### src/rtl/core/spi9_pkg.sv
`timescale 1ns / 1ps
// ----------------------------------------------------------------------------
// spi9_pkg
// Shared types and constants of the three-wire 9-bit command writer.
// ----------------------------------------------------------------------------
package spi9_pkg;

    localparam int HALF_W = 16;
    localparam logic [HALF_W-1:0] RESET_HALF_PERIOD = 16'd200;
    localparam logic [1:0] MAX_DATA_BYTES = 2'd2;

    typedef struct packed {
        logic        func;
        logic [1:0]  data_bytes;
        logic [7:0]  reg_addr;
        logic [15:0] data_value;
        logic        din;
    } t_item;

    typedef struct packed {
        logic error;
        logic done_res;
        logic busy_res;
        logic sda;
        logic scl;
        logic cs_n;
    } t_result;

endpackage

### src/rtl/core/spi_9bit_command_writer.sv
`timescale 1ns / 1ps
// ----------------------------------------------------------------------------
// spi_9bit_command_writer
// Tick-driven three-wire 9-bit serial master with loopback check.
// ----------------------------------------------------------------------------
// Every input item is one timing tick and yields exactly one result item with
// the serial line states after that tick. The block takes one item per clock
// cycle while the result register is free; a result is offered once its item
// has passed the input register and its combinational line step has been
// loaded into the result register. Both registers advance together whenever
// the input register holds an item and the result register is free.
// ----------------------------------------------------------------------------
module spi_9bit_command_writer #(
    parameter int WORD_BITS = 9,
    parameter int MAX_WORDS = 3
) (
    input  logic                        i_clk,
    input  logic                        i_rst_n,
    input  logic                        i_cfg_we,
    input  logic [spi9_pkg::HALF_W-1:0] i_cfg_wdata,
    input  logic                        s_axis_tvalid,
    output logic                        s_axis_tready,
    // [1:0] data_bytes, [9:2] reg_addr, [25:10] data_value, [26] din
    input  logic [31:0]                 s_axis_tdata,
    // [0] func
    input  logic                        s_axis_tuser,
    output logic                        m_axis_tvalid,
    input  logic                        m_axis_tready,
    // [0] cs_n, [1] scl, [2] sda, [3] busy_res, [4] done_res, [5] error
    output logic [7:0]                  m_axis_tdata
);
    import spi9_pkg::*;

    logic [HALF_W-1:0] r_half_period;
    logic              r_in_valid;
    t_item             r_in_item;
    t_result           step_res;
    t_result           out_res;
    logic              out_free;
    logic              adv;

    always_ff @(posedge i_clk) begin
        if (!i_rst_n) begin
            r_half_period <= RESET_HALF_PERIOD;
        end else if (i_cfg_we) begin
            r_half_period <= i_cfg_wdata;
        end
    end

    assign adv           = r_in_valid && out_free;
    assign s_axis_tready = !r_in_valid || adv;

    always_ff @(posedge i_clk) begin
        if (!i_rst_n) begin
            r_in_valid <= 1'b0;
        end else if (s_axis_tready) begin
            r_in_valid <= s_axis_tvalid;
        end
    end

    always_ff @(posedge i_clk) begin
        if (s_axis_tvalid && s_axis_tready) begin
            r_in_item.func       <= s_axis_tuser;
            r_in_item.data_bytes <= s_axis_tdata[1:0];
            r_in_item.reg_addr   <= s_axis_tdata[9:2];
            r_in_item.data_value <= s_axis_tdata[25:10];
            r_in_item.din        <= s_axis_tdata[26];
        end
    end

    spi9_engine #(
        .WORD_BITS (WORD_BITS),
        .MAX_WORDS (MAX_WORDS)
    ) u_engine (
        .i_clk         (i_clk),
        .i_rst_n       (i_rst_n),
        .i_adv         (adv),
        .i_item        (r_in_item),
        .i_half_period (r_half_period),
        .o_res         (step_res)
    );

    spi9_out_reg u_out (
        .i_clk   (i_clk),
        .i_rst_n (i_rst_n),
        .i_load  (adv),
        .i_res   (step_res),
        .i_take  (m_axis_tready),
        .o_valid (m_axis_tvalid),
        .o_free  (out_free),
        .o_res   (out_res)
    );

    assign m_axis_tdata = {2'b00, out_res};

    a_error_needs_done: assert property (@(posedge i_clk) disable iff (!i_rst_n)
        m_axis_tvalid && out_res.error |-> out_res.done_res)
        else $error("error flag without done");

    a_done_not_busy: assert property (@(posedge i_clk) disable iff (!i_rst_n)
        m_axis_tvalid && out_res.done_res |-> !out_res.busy_res && out_res.cs_n)
        else $error("done while still busy or selected");

    a_busy_selects: assert property (@(posedge i_clk) disable iff (!i_rst_n)
        m_axis_tvalid && out_res.busy_res |-> !out_res.cs_n)
        else $error("busy with chip select high");

    a_ready_when_free: assert property (@(posedge i_clk) disable iff (!i_rst_n)
        !m_axis_tvalid |-> s_axis_tready)
        else $error("input stalled with empty result register");

endmodule

### src/rtl/core/spi9_engine.sv
`timescale 1ns / 1ps
// ----------------------------------------------------------------------------
// spi9_engine
// Serial line state and the one-tick step of the writer: loads a command
// write, times the clock halves, shifts bits and checks the loopback line.
// ----------------------------------------------------------------------------
module spi9_engine #(
    parameter int WORD_BITS = 9,
    parameter int MAX_WORDS = 3
) (
    input  logic                          i_clk,
    input  logic                          i_rst_n,
    input  logic                          i_adv,
    input  spi9_pkg::t_item               i_item,
    input  logic [spi9_pkg::HALF_W-1:0]   i_half_period,
    output spi9_pkg::t_result             o_res
);
    import spi9_pkg::*;

    localparam int TOTAL_BITS = WORD_BITS * MAX_WORDS;
    localparam int PAY_BITS   = WORD_BITS - 1;
    localparam int BL_W       = $clog2(WORD_BITS);
    localparam int WL_W       = (MAX_WORDS > 1) ? $clog2(MAX_WORDS) : 1;

    logic [TOTAL_BITS-1:0] r_shift, n_shift;
    logic [WL_W-1:0]       r_words, n_words;
    logic [BL_W-1:0]       r_bits, n_bits;
    logic                  r_high, n_high;
    logic [HALF_W-1:0]     r_delay, n_delay;
    logic                  r_active, n_active;
    logic                  r_cs, n_cs;
    logic                  r_clk, n_clk;
    logic                  r_data, n_data;

    logic [HALF_W-1:0]     half_m1;
    logic [1:0]            nb;
    logic [2:0]            word_cnt;
    logic [WORD_BITS-1:0]  word;
    logic                  done;
    logic                  err;

    function automatic logic [PAY_BITS-1:0] f_pay(input logic [7:0] b);
        logic [15:0] ext;
        ext = {8'h00, b};
        return ext[PAY_BITS-1:0];
    endfunction

    assign half_m1 = (i_half_period == '0) ? '0 : i_half_period - 1'b1;

    always_comb begin
        n_shift  = r_shift;
        n_words  = r_words;
        n_bits   = r_bits;
        n_high   = r_high;
        n_delay  = r_delay;
        n_active = r_active;
        n_cs     = r_cs;
        n_clk    = r_clk;
        n_data   = r_data;
        done     = 1'b0;
        err      = 1'b0;
        nb       = (i_item.data_bytes > MAX_DATA_BYTES) ? MAX_DATA_BYTES : i_item.data_bytes;
        word_cnt = {1'b0, nb} + 3'd1;
        if (word_cnt > 3'(MAX_WORDS)) begin
            word_cnt = 3'(MAX_WORDS);
        end
        word = '0;

        if (!r_active && i_item.func) begin
            n_shift = '0;
            for (int k = 0; k < MAX_WORDS; k++) begin
                if (k == 0) begin
                    word = {1'b0, f_pay(i_item.reg_addr)};
                end else if (k == 1) begin
                    word = {1'b1, f_pay((nb == 2'd1) ? i_item.data_value[7:0]
                                                      : i_item.data_value[15:8])};
                end else if (k == 2) begin
                    word = {1'b1, f_pay(i_item.data_value[7:0])};
                end else begin
                    word = '0;
                end
                if (3'(k) < word_cnt) begin
                    n_shift[TOTAL_BITS-1-k*WORD_BITS -: WORD_BITS] = word;
                end
            end
            n_words  = WL_W'(word_cnt - 3'd1);
            n_bits   = BL_W'(WORD_BITS - 1);
            n_high   = 1'b0;
            n_delay  = half_m1;
            n_active = 1'b1;
            n_cs     = 1'b0;
        end

        if (n_active) begin
            if (!n_high) begin
                n_clk  = 1'b0;
                n_data = n_shift[TOTAL_BITS-1];
                if (n_delay == '0) begin
                    if (i_item.din != n_data) begin
                        n_active = 1'b0;
                        n_cs     = 1'b1;
                        n_clk    = 1'b1;
                        done     = 1'b1;
                        err      = 1'b1;
                    end else begin
                        n_high  = 1'b1;
                        n_delay = half_m1;
                    end
                end else begin
                    n_delay = n_delay - 1'b1;
                end
            end else begin
                n_clk = 1'b1;
                if (n_delay == '0) begin
                    if (n_bits != '0 || n_words != '0) begin
                        if (n_bits != '0) begin
                            n_bits = n_bits - 1'b1;
                        end else begin
                            n_words = n_words - 1'b1;
                            n_bits  = BL_W'(WORD_BITS - 1);
                        end
                        n_shift = {n_shift[TOTAL_BITS-2:0], 1'b0};
                        n_high  = 1'b0;
                        n_delay = half_m1;
                    end else begin
                        n_active = 1'b0;
                        n_cs     = 1'b1;
                        done     = 1'b1;
                    end
                end else begin
                    n_delay = n_delay - 1'b1;
                end
            end
        end
    end

    always_ff @(posedge i_clk) begin
        if (!i_rst_n) begin
            r_shift  <= '0;
            r_words  <= '0;
            r_bits   <= '0;
            r_high   <= 1'b0;
            r_delay  <= '0;
            r_active <= 1'b0;
            r_cs     <= 1'b1;
            r_clk    <= 1'b1;
            r_data   <= 1'b0;
        end else if (i_adv) begin
            r_shift  <= n_shift;
            r_words  <= n_words;
            r_bits   <= n_bits;
            r_high   <= n_high;
            r_delay  <= n_delay;
            r_active <= n_active;
            r_cs     <= n_cs;
            r_clk    <= n_clk;
            r_data   <= n_data;
        end
    end

    assign o_res.cs_n     = n_cs;
    assign o_res.scl      = n_clk;
    assign o_res.sda      = n_data;
    assign o_res.busy_res = n_active;
    assign o_res.done_res = done;
    assign o_res.error    = err;

endmodule

### src/rtl/core/spi9_bit_writer_top_placeholder.sv
`timescale 1ns / 1ps
// ----------------------------------------------------------------------------
// spi9_out_reg
// Result register of the writer: holds one finished item until the
// downstream side takes it, while the next item may already be computed.
// ----------------------------------------------------------------------------
module spi9_out_reg (
    input  logic              i_clk,
    input  logic              i_rst_n,
    input  logic              i_load,
    input  spi9_pkg::t_result i_res,
    input  logic              i_take,
    output logic              o_valid,
    output logic              o_free,
    output spi9_pkg::t_result o_res
);
    import spi9_pkg::*;

    logic    r_valid;
    t_result r_res;

    always_ff @(posedge i_clk) begin
        if (!i_rst_n) begin
            r_valid <= 1'b0;
        end else if (i_load) begin
            r_valid <= 1'b1;
        end else if (i_take) begin
            r_valid <= 1'b0;
        end
    end

    always_ff @(posedge i_clk) begin
        if (i_load) begin
            r_res <= i_res;
        end
    end

    assign o_valid = r_valid;
    assign o_free  = !r_valid || i_take;
    assign o_res   = r_res;

endmodule

### config.mk
export PLATFORM = sky130hd
export DESIGN_NAME = spi_9bit_command_writer
export DESIGN_NICKNAME = d
export VERILOG_FILES = /design/src/rtl/core/spi9_pkg.sv /design/src/rtl/core/spi_9bit_command_writer.sv /design/src/rtl/core/spi9_engine.sv /design/src/rtl/core/spi9_bit_writer_top_placeholder.sv
export SDC_FILE = /design/constraint.sdc
export NUM_CORES = 1
export LEC_CHECK = 0
export ABC_CLOCK_PERIOD_IN_PS = 7340
export BUFFER_PORTS_ARGS = -buffer_cell sky130_fd_sc_hd__buf_2
export CELL_PAD_IN_SITES_DETAIL_PLACEMENT = 1
export CELL_PAD_IN_SITES_GLOBAL_PLACEMENT = 2
export CORE_ASPECT_RATIO = 0.8
export CORE_MARGIN = 2
export CORE_UTILIZATION = 39
export DETAILED_ROUTE_END_ITERATION = 8
export GPL_TIMING_DRIVEN = 1
export PLACE_DENSITY_LB_ADDON = 0.2
export SYNTH_ARGS = -nofsm -noshare
export SYNTH_HDL_FRONTEND = slang
export SYNTH_SLANG_ARGS = --single-unit
### constraint.sdc
create_clock -name i_clk -period 7.34 [get_ports i_clk]
set_input_delay 0.734 -clock i_clk [delete_from_list [all_inputs] [get_ports i_clk]]
set_output_delay 0.734 -clock i_clk [all_outputs]
set_load 0.005 [all_outputs]
==> run_summary.xml <==
<?xml version="1.0" encoding="UTF-8"?>
<metrics>
  <group name="yosys">
    <metric name="synthCells" unit="">689</metric>
    <metric name="synth-seq-area-share" unit="%">40.7</metric>
    <metric name="synth_area_leader_cell" unit="">dfxtp_1</metric>
    <metric name="number_of_enable_flip_flop_cells_after_synthesis" unit="">34</metric>
    <metric name="synth_flop_cell" unit="">dfxtp_1</metric>
    <metric name="ys_ff_latch" unit="">106</metric>
    <metric name="asr_flop_ratio_synth" unit="%">0</metric>
    <metric name="netlist_area" unit="um2">6050</metric>
    <metric name="yosys_top_cell_area_share" unit="%">23.8</metric>
    <metric name="synth_area_per_cell" unit="um2">8.78</metric>
    <metric name="synth.top_cells.by_area" unit="">dfxtp_1, edfxtp_1, nand2_1</metric>
    <metric name="synth.distinct_cells" unit="">82</metric>
    <metric name="yosys_warnings" unit="">0</metric>
  </group>
  <group name="sta">
    <metric name="layout_worst_path_cycle_share" unit="%">57.9</metric>
    <metric name="max-slew-margin-rel" unit="%">18.8</metric>
    <metric name="finalMaxSlewViolations" unit="">0</metric>
    <metric name="finalHoldViolations" unit="">0</metric>
    <metric name="actual_slew_at_the_worst_max_slew_pin" unit="ps">1220</metric>
    <metric name="grt_setup_unrepaired" unit="">false</metric>
    <metric name="setup_tns" unit="ps">0</metric>
    <metric name="setup_viol" unit="">0</metric>
    <metric name="post_route_skew" unit="ps">9.76</metric>
    <metric name="final.min_clock_period" unit="ps">4250</metric>
    <metric name="max_freq" unit="GHz">0.235</metric>
  </group>
  <group name="critical_path">
    <metric name="timing.critical_path.mode_cell" unit="">ha_1</metric>
    <metric name="max_stage_delay" unit="ps">510</metric>
    <metric name="crit_path_top_delay_cell" unit="">nor4b_2</metric>
    <metric name="worst-path-buf-inv" unit="">2</metric>
    <metric name="crit_path_end_kind" unit="">flip-flop</metric>
    <metric name="cp_max_fo" unit="">24</metric>
    <metric name="path_delay_family" unit="">simple AND/OR/NAND/NOR gates</metric>
    <metric name="worstPathArrival" unit="ps">4510</metric>
    <metric name="cp.required" unit="ps">7600</metric>
    <metric name="critPathLaunchType" unit="">flip-flop</metric>
    <metric name="worst_r2r_startpoint" unit="">r_half_period[0]</metric>
    <metric name="sequence_of_cells_on_the_critical_path" unit="">inv_1, ha_1, nor4b_2, nand2_1, nor2_1, buf_4, nor3_1, a21oi_1, ha_1, o21ai_0, a211oi_4, nand4_4, nor4_4, o2111ai_1, o211a_1</metric>
    <metric name="worstSetupStartpoint" unit="">r_half_period[0]</metric>
    <metric name="timing_worst_setup_path_type" unit="">reg -&gt; reg</metric>
  </group>
  <group name="grt">
    <metric name="global_route.overflow_total" unit="">0</metric>
    <metric name="wire_length_of_the_first_global_routing_pass" unit="um">28700</metric>
    <metric name="number_of_global_route_vias_before_repair" unit="">5340</metric>
    <metric name="largest_net_degree_at_the_start_of_global_routing" unit="">74</metric>
    <metric name="grt.total_usage" unit="%">22.2</metric>
    <metric name="antenna_found_initial" unit="">0</metric>
  </group>
  <group name="cells_and_area">
    <metric name="layout.filler_cells" unit="">1796</metric>
    <metric name="final_cells" unit="">927</metric>
    <metric name="synthToLayoutAreaGrowth" unit="%">11.0</metric>
    <metric name="nNetsFinal" unit="">771</metric>
    <metric name="layout.cells.most_common_list" unit="">nand2_1, dfxtp_1, o21ai_0</metric>
    <metric name="final-seq-area" unit="um2">2460</metric>
    <metric name="multi_input_comb_area" unit="um2">3310</metric>
    <metric name="most_common_cell_after_layout_fill_and_taps_aside" unit="">nand2_1</metric>
    <metric name="share_of_cells_above_drive_strength_1" unit="%">16.0</metric>
    <metric name="num_antenna_cells" unit="">0</metric>
  </group>
  <group name="route">
    <metric name="first_pass_iters" unit="">5</metric>
    <metric name="drtAntennaViolNets" unit="">0</metric>
    <metric name="num_vias" unit="">5372</metric>
    <metric name="detail_route.drc_violations" unit="">0</metric>
    <metric name="drtIter0Drc" unit="">341</metric>
    <metric name="drt-total-wl" unit="um">17700</metric>
    <metric name="route.detailed.wl_per_inst" unit="um">19.1</metric>
    <metric name="viasPerCell" unit="">5.80</metric>
  </group>
  <group name="floorplanning">
    <metric name="floorplan.initialDensity" unit="%">40.0</metric>
    <metric name="die_outline_area" unit="um2">16500</metric>
    <metric name="rows" unit="">40</metric>
    <metric name="die-width" unit="um">143</metric>
    <metric name="floorplan.die.height" unit="um">115</metric>
    <metric name="floorplan.io_pins" unit="">64</metric>
    <metric name="core_region_area" unit="um2">15100</metric>
  </group>
  <group name="place">
    <metric name="place_congestion" unit="">0.832</metric>
    <metric name="io_buffer_count" unit="">56</metric>
    <metric name="dp_hpwl" unit="um">12400</metric>
    <metric name="post-place-cells" unit="">911</metric>
  </group>
  <group name="clock_tree">
    <metric name="clk_path_buf_depth" unit="">2</metric>
    <metric name="cts_repair_resize_count" unit="">0</metric>
    <metric name="tritoncts.num_buffers" unit="">9</metric>
    <metric name="cts_hold_buffers" unit="">0</metric>
    <metric name="clkLatencyLatePin" unit="ps">360</metric>
    <metric name="clock_root_buffer" unit="">clkbuf_16</metric>
    <metric name="post-cts-setup-buffer-count" unit="">0</metric>
    <metric name="cts_tree" unit="">yes</metric>
    <metric name="worst_setup_hold_path_clk_slew" unit="ps">80</metric>
    <metric name="clock_sink_count" unit="">106</metric>
    <metric name="htree_levels" unit="">3</metric>
  </group>
  <group name="pwr">
    <metric name="leakage_power" unit="nW">2.45</metric>
    <metric name="power.density" unit="nW/um2">211</metric>
    <metric name="vdd_drop_max" unit="mV">0.123</metric>
    <metric name="total_power" unit="W">0.00142</metric>
  </group>
  <group name="outcome">
    <metric name="run_status" unit="">finished clean</metric>
  </group>
  <group name="min_path">
    <metric name="min-delay-start" unit="">u_engine.r_shift[0]</metric>
    <metric name="holdCritPathClass" unit="">reg -&gt; reg</metric>
  </group>
  <group name="run">
    <metric name="timing.max_cap.violations" unit="">0</metric>
  </group>
</metrics>
-- cells by family after synthesis --
| family | after synthesis | share of synthesized area, % |
|---|---|---|
| multiplexers | 29 | 4.92 |
| other | 1 | 0.0620 |
| XOR/XNOR | 19 | 2.75 |
| AO/OA/AOI/OAI | 196 | 21.7 |
| adder cells (fa/ha/maj) | 5 | 1.03 |
| flip-flops | 106 | 40.7 |
| buffers and inverters | 61 | 4.65 |
| AND/OR/NAND/NOR | 272 | 24.2 |
-- power breakdown --
part	total [W]	leakage (nW)	internal, W	switching (W)
Sequential	0.000665	0.921	0.000636	0.0000298
Combinational	0.000240	1.38	0.0000919	0.000148
Clock	0.000510	0.147	0.000269	0.000241
-- cells in the mapped netlist, types with 4 or more instances --
master    instances
xor2_1            9
o31ai_1           7
xnor2_1          10
clkbuf_1         36
nor2b_1          21
edfxtp_1         34
nand4_1           9
a21oi_1          27
buf_2             6
or2_2             5
mux2_2            4
nor2_1           51
dfxtp_1          72
or3_1             4
a22oi_1           9
ha_1              5
a22o_1            6
nand2_1          82
o21ai_0          61
buf_4             4
o211ai_1          6
a221o_1           7
a31oi_1          21
mux2i_1          23
inv_1             8
and2_1            6
o22ai_1           8
a211oi_1          6
buf_6             4
nor3_1           17
nor4_1            4
o21a_1            4
nand3_1          34
or4_1             5
-- stage by stage --
step	utilization (%)	hold slack, ps	worst slack [ps]	area (um2)
2_1_floorplan	-	425	3480	6050
3_3_place_gp	42.4	433	3260	6410
3_5_place_dp	42.4	471	3150	6410
4_1_cts	44.4	482	3130	6710
5_1_grt	44.4	500	2700	6710
6_report	44.4	477	3090	6710
-- layer usage --
layer | share of wire [%] | global-route usage (%)
met1 | 52 | 32.7
met2 | 43 | 33.7
met3 | 3.9 | 3.87
met4 | 1.1 | 5.75
met5 | 0 | 0
-- tightest hold or removal path: stages (launching register included) --
cell	delay, ps
dfxtp_1	320
nand2_1	50
a21boi_0	60
-- area by class of cell --
class	instances	share of cell area [%]
inverters	8	0.447
flip-flops and latches	106	36.7
multi-input cells	523	49.4
repair buffers	64	5.07
clock buffers	9	3.36
clock inverters	7	1.16
well taps	210	3.91
-- state kept, by name (all words and copies together), names as in the netlist, 2 cells and up --
register	count
u_out.o_res	6
u_engine.r_bits	4
u_engine.r_delay	16
r_in_item	28
r_half_period	16
u_engine.r_words	2
u_engine.r_shift	27
-- final timing paths --
path                         endpoint  slack, ps  depth (start not counted)
hold reg to reg   u_engine.r_shift[0]        480                          2
setup reg to reg  u_engine.r_words[1]       3090                         15
hold / removal    u_engine.r_shift[0]        480                          2
setup / recovery  u_engine.r_words[1]       3090                         15
Note: power is estimated with default switching activity, not from simulation.
